$ cat src/hw/rtl/rps_pkg.sv
// Shared types and constants for the register poll sequencer.
`default_nettype none

package rps_pkg;

  // Fixed sizes from the field definitions
  localparam int unsigned RegSlots       = 6;
  localparam int unsigned RegCount       = 8;
  localparam int unsigned RegIdxW        = 3;
  localparam int unsigned PaddrW         = 5;
  localparam int unsigned PdataW         = 32;
  localparam logic [15:0] EndMark        = 16'hFFFF;

  // Parameter defaults
  localparam int unsigned EngineCountDef = 4;
  localparam int unsigned TableSizeDef   = 6;

  // Reset values of the configuration registers
  localparam logic [7:0]  BaseAddrRst    = 8'd1;
  localparam logic [7:0]  AddrStepRst    = 8'd0;

  // Receiver status codes
  typedef enum logic [1:0] {
    ACT_NONE    = 2'd0,
    ACT_DATA    = 2'd1,
    ACT_TIMEOUT = 2'd2
  } action_e;

  // Register map, word index
  typedef enum logic [RegIdxW-1:0] {
    REG_BASE_ADDR = 3'd0,
    REG_ADDR_STEP = 3'd1,
    REG_WANTED_0  = 3'd2,
    REG_WANTED_1  = 3'd3,
    REG_WANTED_2  = 3'd4,
    REG_WANTED_3  = 3'd5,
    REG_WANTED_4  = 3'd6,
    REG_WANTED_5  = 3'd7
  } reg_idx_e;

  // Configuration seen by the core
  typedef struct packed {
    logic [7:0]                 device_base_addr;
    logic [7:0]                 device_addr_step;
    logic [RegSlots-1:0][15:0]  wanted_reg;
  } cfg_t;

  // One poll opportunity
  typedef struct packed {
    logic [1:0]  action;
    logic [15:0] reply_value;
  } poll_req_t;

  // One result
  typedef struct packed {
    logic        request_valid;
    logic [7:0]  request_dev_addr;
    logic [15:0] request_reg_addr;
    logic        store_valid;
    logic [2:0]  store_index;
    logic [15:0] store_value;
    logic [3:0]  flag_engine;
    logic [2:0]  engine_flags;
  } poll_res_t;

endpackage

`default_nettype wire

$ cat src/hw/rtl/register_poll_sequencer.sv
// Top level of the register poll sequencer: input register, core, result register.
`default_nettype none

// Register poll sequencer. Each request on the input channel is one poll
// opportunity carrying the receiver status; each produces exactly one result
// with an optional read request, an optional stored reply and the flags of the
// engine concerned. Throughput is one request per clock while the output is not
// stalled: the polling state is updated in the single cycle in which a request
// moves from the input register to the result register, so each request passes
// through the input register and then the result register before its result
// is valid. The result register lets a new request enter while the previous
// result waits. Configuration registers are written through the APB-style port
// at byte offset 4*index and must only change while the block is idle.
module register_poll_sequencer #(
  parameter int unsigned ENGINE_COUNT = rps_pkg::EngineCountDef,
  parameter int unsigned TABLE_SIZE   = rps_pkg::TableSizeDef
) (
  input  wire logic                       clk_i,
  input  wire logic                       rst_ni,
  input  wire logic                       in_valid_i,
  output logic                            in_ready_o,
  input  rps_pkg::poll_req_t              in_req_i,
  output logic                            out_valid_o,
  input  wire logic                       out_ready_i,
  output rps_pkg::poll_res_t              out_res_o,
  input  wire logic                       psel,
  input  wire logic                       penable,
  input  wire logic                       pwrite,
  input  wire logic [rps_pkg::PaddrW-1:0] paddr,
  input  wire logic [rps_pkg::PdataW-1:0] pwdata,
  output logic      [rps_pkg::PdataW-1:0] prdata,
  output logic                            pready
);
  import rps_pkg::*;

  cfg_t      cfg;
  poll_req_t in_q;
  logic      in_valid_q;
  poll_res_t res_d, res_q;
  logic      res_valid_q;
  logic      adv;

  rps_cfg_regs u_cfg (
    .clk_i   (clk_i),
    .rst_ni  (rst_ni),
    .psel    (psel),
    .penable (penable),
    .pwrite  (pwrite),
    .paddr   (paddr),
    .pwdata  (pwdata),
    .prdata  (prdata),
    .pready  (pready),
    .cfg_o   (cfg)
  );

  // Move a request from the input register into the result register
  assign adv        = in_valid_q && (!res_valid_q || out_ready_i);
  assign in_ready_o = !in_valid_q || adv;

  rps_core #(
    .ENGINE_COUNT (ENGINE_COUNT),
    .TABLE_SIZE   (TABLE_SIZE)
  ) u_core (
    .clk_i  (clk_i),
    .rst_ni (rst_ni),
    .adv_i  (adv),
    .req_i  (in_q),
    .cfg_i  (cfg),
    .res_o  (res_d)
  );

  // Input register
  always_ff @(posedge clk_i or negedge rst_ni) begin
    if (!rst_ni) begin
      in_valid_q <= 1'b0;
    end else if (in_ready_o) begin
      in_valid_q <= in_valid_i;
    end
  end

  always_ff @(posedge clk_i) begin
    if (in_valid_i && in_ready_o) begin
      in_q <= in_req_i;
    end
  end

  // Result register
  always_ff @(posedge clk_i or negedge rst_ni) begin
    if (!rst_ni) begin
      res_valid_q <= 1'b0;
    end else if (adv) begin
      res_valid_q <= 1'b1;
    end else if (out_ready_i) begin
      res_valid_q <= 1'b0;
    end
  end

  always_ff @(posedge clk_i) begin
    if (adv) begin
      res_q <= res_d;
    end
  end

  assign out_valid_o = res_valid_q;
  assign out_res_o   = res_q;

  // A result never both issues a request and stores a reply
  a_req_xor_store: assert property (@(posedge clk_i) disable iff (!rst_ni)
    out_valid_o |-> !(out_res_o.request_valid && out_res_o.store_valid))
    else $error("result carries both a request and a stored reply");

  // A request never addresses the end mark
  a_req_not_end: assert property (@(posedge clk_i) disable iff (!rst_ni)
    (out_valid_o && out_res_o.request_valid) |-> (out_res_o.request_reg_addr != EndMark))
    else $error("request issued for the table end mark");

  // Stored index stays inside the table
  a_store_idx: assert property (@(posedge clk_i) disable iff (!rst_ni)
    (out_valid_o && out_res_o.store_valid) |-> (out_res_o.store_index < 3'(TABLE_SIZE)))
    else $error("stored index beyond table size");

  // Reported engine exists
  a_engine_rng: assert property (@(posedge clk_i) disable iff (!rst_ni)
    out_valid_o |-> ({1'b0, out_res_o.flag_engine} < 5'(ENGINE_COUNT)))
    else $error("flag engine out of range");

endmodule

`default_nettype wire

$ cat src/hw/rtl/rps_cfg_regs.sv
// APB-style configuration register file of the register poll sequencer.
`default_nettype none

module rps_cfg_regs (
  input  wire logic                       clk_i,
  input  wire logic                       rst_ni,
  input  wire logic                       psel,
  input  wire logic                       penable,
  input  wire logic                       pwrite,
  input  wire logic [rps_pkg::PaddrW-1:0] paddr,
  input  wire logic [rps_pkg::PdataW-1:0] pwdata,
  output logic      [rps_pkg::PdataW-1:0] prdata,
  output logic                            pready,
  output rps_pkg::cfg_t                   cfg_o
);
  import rps_pkg::*;

  logic [7:0]                base_q;
  logic [7:0]                step_q;
  logic [RegSlots-1:0][15:0] wanted_q;
  logic                      wr_en;
  reg_idx_e                  idx;

  assign pready = 1'b1;
  assign wr_en  = psel && penable && pwrite;
  assign idx    = reg_idx_e'(paddr[PaddrW-1:2]);

  // Register writes
  always_ff @(posedge clk_i or negedge rst_ni) begin
    if (!rst_ni) begin
      base_q   <= BaseAddrRst;
      step_q   <= AddrStepRst;
      wanted_q <= {RegSlots{EndMark}};
    end else if (wr_en) begin
      unique case (idx)
        REG_BASE_ADDR: base_q      <= pwdata[7:0];
        REG_ADDR_STEP: step_q      <= pwdata[7:0];
        REG_WANTED_0:  wanted_q[0] <= pwdata[15:0];
        REG_WANTED_1:  wanted_q[1] <= pwdata[15:0];
        REG_WANTED_2:  wanted_q[2] <= pwdata[15:0];
        REG_WANTED_3:  wanted_q[3] <= pwdata[15:0];
        REG_WANTED_4:  wanted_q[4] <= pwdata[15:0];
        REG_WANTED_5:  wanted_q[5] <= pwdata[15:0];
        default: ;
      endcase
    end
  end

  // Read mux
  always_comb begin
    prdata = '0;
    unique case (idx)
      REG_BASE_ADDR: prdata = PdataW'(base_q);
      REG_ADDR_STEP: prdata = PdataW'(step_q);
      REG_WANTED_0:  prdata = PdataW'(wanted_q[0]);
      REG_WANTED_1:  prdata = PdataW'(wanted_q[1]);
      REG_WANTED_2:  prdata = PdataW'(wanted_q[2]);
      REG_WANTED_3:  prdata = PdataW'(wanted_q[3]);
      REG_WANTED_4:  prdata = PdataW'(wanted_q[4]);
      REG_WANTED_5:  prdata = PdataW'(wanted_q[5]);
      default:       prdata = '0;
    endcase
  end

  assign cfg_o.device_base_addr = base_q;
  assign cfg_o.device_addr_step = step_q;
  assign cfg_o.wanted_reg       = wanted_q;

endmodule

`default_nettype wire

$ cat src/hw/rtl/rps_core.sv
// Polling state and per-request sequencing logic of the register poll sequencer.
`default_nettype none

module rps_core #(
  parameter int unsigned ENGINE_COUNT = rps_pkg::EngineCountDef,
  parameter int unsigned TABLE_SIZE   = rps_pkg::TableSizeDef
) (
  input  wire logic                clk_i,
  input  wire logic                rst_ni,
  input  wire logic                adv_i,
  input  rps_pkg::poll_req_t       req_i,
  input  rps_pkg::cfg_t            cfg_i,
  output rps_pkg::poll_res_t       res_o
);
  import rps_pkg::*;

  localparam int unsigned EngW = (ENGINE_COUNT > 1) ? $clog2(ENGINE_COUNT) : 1;
  localparam logic [EngW-1:0] EngLast = EngW'(ENGINE_COUNT - 1);
  localparam logic [2:0]      PosRst  = 3'(TABLE_SIZE - 1);

  logic [2:0]      pos_q, pos_d;
  logic [EngW-1:0] eng_q, eng_d, eng_inc;
  logic            wait_q, wait_d;
  logic [2:0]      flag_q [ENGINE_COUNT];
  logic [2:0]      flag_cur, flag_new;

  logic [2:0]      tbl_len;
  logic [3:0]      pos_sum;
  logic [2:0]      pos_next;
  logic [15:0]     reg_sel;
  logic [7:0]      node_addr;
  logic            is_last;

  // Table length: first end mark within the used slots
  always_comb begin
    tbl_len = 3'(TABLE_SIZE);
    for (int i = TABLE_SIZE - 1; i >= 0; i--) begin
      if (cfg_i.wanted_reg[i] == EndMark) tbl_len = 3'(i);
    end
  end

  // Next table position with wrap
  assign pos_sum  = {1'b0, pos_q} + 4'd1;
  assign pos_next = (pos_sum >= {1'b0, tbl_len}) ? 3'd0 : pos_sum[2:0];

  // Wanted register at the next position
  always_comb begin
    reg_sel = '0;
    for (int i = 0; i < RegSlots; i++) begin
      if (pos_next == 3'(i)) reg_sel = cfg_i.wanted_reg[i];
    end
  end

  // Device address of the current engine, modulo 256
  assign node_addr = cfg_i.device_base_addr + 8'(cfg_i.device_addr_step * 8'(eng_q));

  assign is_last  = (tbl_len != 3'd0) && ({1'b0, pos_q} == ({1'b0, tbl_len} - 4'd1));
  assign eng_inc  = (eng_q == EngLast) ? '0 : eng_q + 1'b1;
  assign flag_cur = flag_q[eng_q];

  // Sequencing: request, data reply or timeout
  always_comb begin
    pos_d    = pos_q;
    eng_d    = eng_q;
    wait_d   = wait_q;
    flag_new = flag_cur;
    res_o    = '0;
    if (!wait_q) begin
      if (tbl_len != 3'd0) begin
        pos_d                  = pos_next;
        wait_d                 = 1'b1;
        res_o.request_valid    = 1'b1;
        res_o.request_dev_addr = node_addr;
        res_o.request_reg_addr = reg_sel;
      end
    end else begin
      case (action_e'(req_i.action))
        ACT_DATA: begin
          res_o.store_valid = 1'b1;
          res_o.store_index = pos_q;
          res_o.store_value = req_i.reply_value;
          flag_new[0]       = 1'b1;
          if (is_last) begin
            flag_new[1] = 1'b1;
            eng_d       = eng_inc;
          end
          wait_d = 1'b0;
        end
        ACT_TIMEOUT: begin
          flag_new[2] = 1'b1;
          eng_d       = eng_inc;
          wait_d      = 1'b0;
        end
        default: ;
      endcase
    end
    res_o.flag_engine  = 4'(eng_q);
    res_o.engine_flags = flag_new;
  end

  // State registers
  always_ff @(posedge clk_i or negedge rst_ni) begin
    if (!rst_ni) begin
      pos_q  <= PosRst;
      eng_q  <= '0;
      wait_q <= 1'b0;
      for (int i = 0; i < ENGINE_COUNT; i++) flag_q[i] <= '0;
    end else if (adv_i) begin
      pos_q          <= pos_d;
      eng_q          <= eng_d;
      wait_q         <= wait_d;
      flag_q[eng_q]  <= flag_new;
    end
  end

endmodule

`default_nettype wire
$ cat config.mk
export PLATFORM = sky130hd
export DESIGN_NAME = register_poll_sequencer
export DESIGN_NICKNAME = d
export VERILOG_FILES = /design/src/hw/rtl/rps_pkg.sv /design/src/hw/rtl/register_poll_sequencer.sv /design/src/hw/rtl/rps_cfg_regs.sv /design/src/hw/rtl/rps_core.sv
export SDC_FILE = /design/constraint.sdc
export NUM_CORES = 1
export LEC_CHECK = 0
export ABC_AREA = 1
export BUFFER_PORTS_ARGS = -buffer_cell sky130_fd_sc_hd__buf_2
export CORE_MARGIN = 10
export CORE_UTILIZATION = 46
export CTS_CLUSTER_DIAMETER = 100
export CTS_CLUSTER_SIZE = 28
export DETAILED_ROUTE_END_ITERATION = 12
export PLACE_DENSITY = 0.72
export SYNTH_ARGS = -nofsm -noshare
export SYNTH_HDL_FRONTEND = slang
export SYNTH_SLANG_ARGS = --single-unit
export TNS_END_PERCENT = 30
$ cat constraint.sdc
create_clock -name clk_i -period 4 [get_ports clk_i]
set_clock_uncertainty 0.1 [all_clocks]
set_input_delay 0.4 -clock clk_i [delete_from_list [all_inputs] [get_ports clk_i]]
set_output_delay 0.4 -clock clk_i [all_outputs]
set_load 0.005 [all_outputs]
==> impl_results.md <==
- Status: finished with violations
- Violations in the final reports: hold timing
- Clk_lat worst skew: 0.43 ns
- CTS buffer count: 17
- Initial antenna violation count: 0
- Total GRT Usage: a little under a fifth
- Die X: roughly 170 µm
- DP Area: around 0.011 mm²
- Antenna cells: 0
- Cell variety after synth: 40
- Total of max-cap violations: 0
- R2r endpoint: out_res_o[32]
- Synth-to-layout area growth: 13.8%
- Drt via density: 5.40
- CP max-delay cell: dfstp_2
- Slew HR: 31.2%
- GPL Wtd Cong: a little under 1
- Buf+Inv Stages, Crit Path: 4
- CP delay by family, top: simple AND/OR/NAND/NOR gates
- Buffers on Ports: approximately 110
- CP startpoint kind: flip-flop
- Share of synthesized registers carrying an async set or reset: between 60% and 70%
- Io pins: approximately 150
- Die Ht: ~170 µm
- Core Region: between 0.02 and 0.025 mm²
- WP data required: a little over 4 ns
- Power per standard cell area: roughly 650 mW/mm²
- Setup Viol. Count Final: 0
- Clock transition at path regs: about 0.070 ns
- Nets: 1343
- Synth warn: 0
- EDFF count, synth: 68
- Sequential cell area fraction in the yosys report: between 50% and 60%
- Fin Hold WS: -0.0132 ns
- Final hold vios: 4
- Vias: around 8400
- Rows: 54
- R2R cell count: 21
- Number of remaining DRC errors: 0
- Syn Area/Cell: slightly below 9 µm²
- Setup TNS Final: 0 ns
- CP Class: flip-flop to flip-flop
- Routed WL: 27600 µm
- Vias in the first global route: approximately 8000
- Ys flop type: dfstp_2
- Period utilisation layout: about 90%
- Clock Path Buffers: 2
- Largest net degree at the start of global routing: between 70 and 80
- Drt wl/cell: about 18 µm
- Post-CTS Resized: 0
- Setup Fix Bufs, Post-CTS: 0
- Crit-path cells: inv_1, nor4_1, buf_4, nand4_1, nand2_1, nand2_1, nand2_1, a21oi_1, ha_1, inv_1, nand2_1, nand2_1, nand2_1, nand2_1, nand3_1, nor2_1, nand2_1, buf_12, o21ai_0, nor2_1, nor2_1
- #FFs+latches synth: 200
- Final core utilization: 53.0%
- Crit Path Max Fanout: 28
- Starting DRT DRC Count: roughly 960
- Total Power: about 7500 µW
- Die area: 0.0283 mm²
- Leak: approximately 0.0051 µW
- H-tree lvl count: 4
- Peak VDD IR: approximately 320 µV
- Crit. End Element: flip-flop
- Number of routed nets with antenna violations: 0
- Final Max Slew Viols: 0
- Hold-fix buffers, CTS: 0
- Reg2Reg Launch Point: u_cfg.cfg_o[77]
- Design area: around 0.012 mm²
- Area of the mapped netlist: between 0.01 and 0.015 mm²
- Starting density of the core: between 40% and 50%
- DR pass1 iterations: 5
- Flop-to-flop setup slack: roughly 0.40 ns
- Tmin final: approximately 3.6 ns
- Share of layout cells above drive strength 1: between 20% and 30%
- Clock Sink Count: 200
- Global-route wire length before repair: 44000 µm
- Worst path most repeated cell: nand2_1
- Clock Tree Root: clkbuf_16
- Critical path's largest stage delay: ~0.53 ns
- Synth Instances: roughly 1200
- Worst EP arrival: about 3.7 ns
- Fmax achieved: roughly 280 MHz
- Final HPWL DP: roughly 20000 µm
- CTS tree: done
- Grt total ovfl: 0
- Setup repair after global routing missed its margin: no
- Hold crit path type: primary input to asynchronous set/reset pin
- Worst-Margin Slew: between 1 and 1.5 ns
[metal layers]
| metal | up-vias | GRT usage, % | wire (µm) | part of all wire (%) |
|---|---|---|---|---|
| li1 | 3988 | - | - | - |
| met1 | 3950 | 26.6 | 12300 | 45 |
| met3 | 49 | 4.52 | 2290 | 8.3 |
| met4 | 0 | 5.41 | 486 | 1.8 |
| met2 | 368 | 29.3 | 12500 | 45 |
| met5 | - | 0 | 0 | 0 |
[cell families after synthesis]
kind of cell	after synthesis	share of synthesized area, %
AOI/OAI and AO/OA	242	13.3
xor gates and xnor gates	5	0.507
adders and majority gates	26	3.73
buffers and inverters	215	8.82
DFF	200	54.0
muxes	5	0.556
other	2	0.0742
and+or+nand+nor	455	19.0
[synthesized netlist by cell type, drive strengths merged, types with 16 or more instances]
cell,count,area share [%]
inv,147,5.4
o21ai,165,8.2
nand3,71,3.6
nand4,22,1.4
a21oi,25,1.2
ha,19,2.3
clkbuf,39,1.5
a22oi,16,1.2
nand2,256,9.5
o22ai,16,0.99
dfstp,99,26
dfrtp,33,8.2
edfxtp,68,20
buf,27,1.8
nor2,92,3.4
[how the worst max path moves through the flow]
stage,depth (start not counted),to,startpoint
floorplan,16,out_res_o[50],u_core.eng_q[0]
global placement,18,out_res_o[40],u_cfg.cfg_o[83]
detailed placement,20,out_res_o[41],u_cfg.cfg_o[73]
CTS,20,out_res_o[41],u_cfg.cfg_o[77]
global route,20,out_res_o[32],u_cfg.cfg_o[73]
finish,21,out_res_o[32],u_cfg.cfg_o[77]
[through the flow]
| stage | setup WS [ns] | cells |
|---|---|---|
| finish | 0.403 | 1548 |
| global route | 0.179 | 1548 |
| CTS | 0.466 | 1548 |
| detailed placement | 0.544 | 1516 |
| global placement | 0.651 | 1516 |
| floorplan | 0.962 | 1167 |
[power breakdown]
group / internal [µW] / switching [µW] / leakage, µW
registers: 2860 / 343 / 0.00212
clock network: 854 / 758 / 0.000266
logic: 930 / 1770 / 0.00274
total: 4650 / 2870 / 0.00513
[registers in the layout (all words and copies together), names as in the netlist, 2 cells and up]
name           cells
in_q              18
out_res_o         50
u_cfg.base_q       8
u_cfg.cfg_o       96
u_cfg.step_q       8
u_core.eng_q       2
u_core.flag_q     12
u_core.pos_q       3
[cell usage in the layout, fill, tap and decap left out, drive strengths merged, types with 5 or more instances in the layout]
cell type,instances
nand3,71
o22ai,16
ha,19
mux2,5
nor3,6
a21oi,25
a22oi,16
nor4,5
fa,7
inv,148
dfrtp,33
clkbuf,19
clkinv,11
conb,19
nand4,22
a221oi,7
nor2,92
nand2,256
o2111ai,7
buf,135
dfstp,99
edfxtp,68
o21ai,165
[layout make-up]
cell class	instances	area, µm²
sequential	200	5470
multi-input combinational	752	3830
fill	2025	10200
clock inverter	13	106
timing repair buffer	135	776
inverter	149	559
clock buffer	19	433
tap	280	350
No activity file was read; power rests on OpenSTA's default activity.
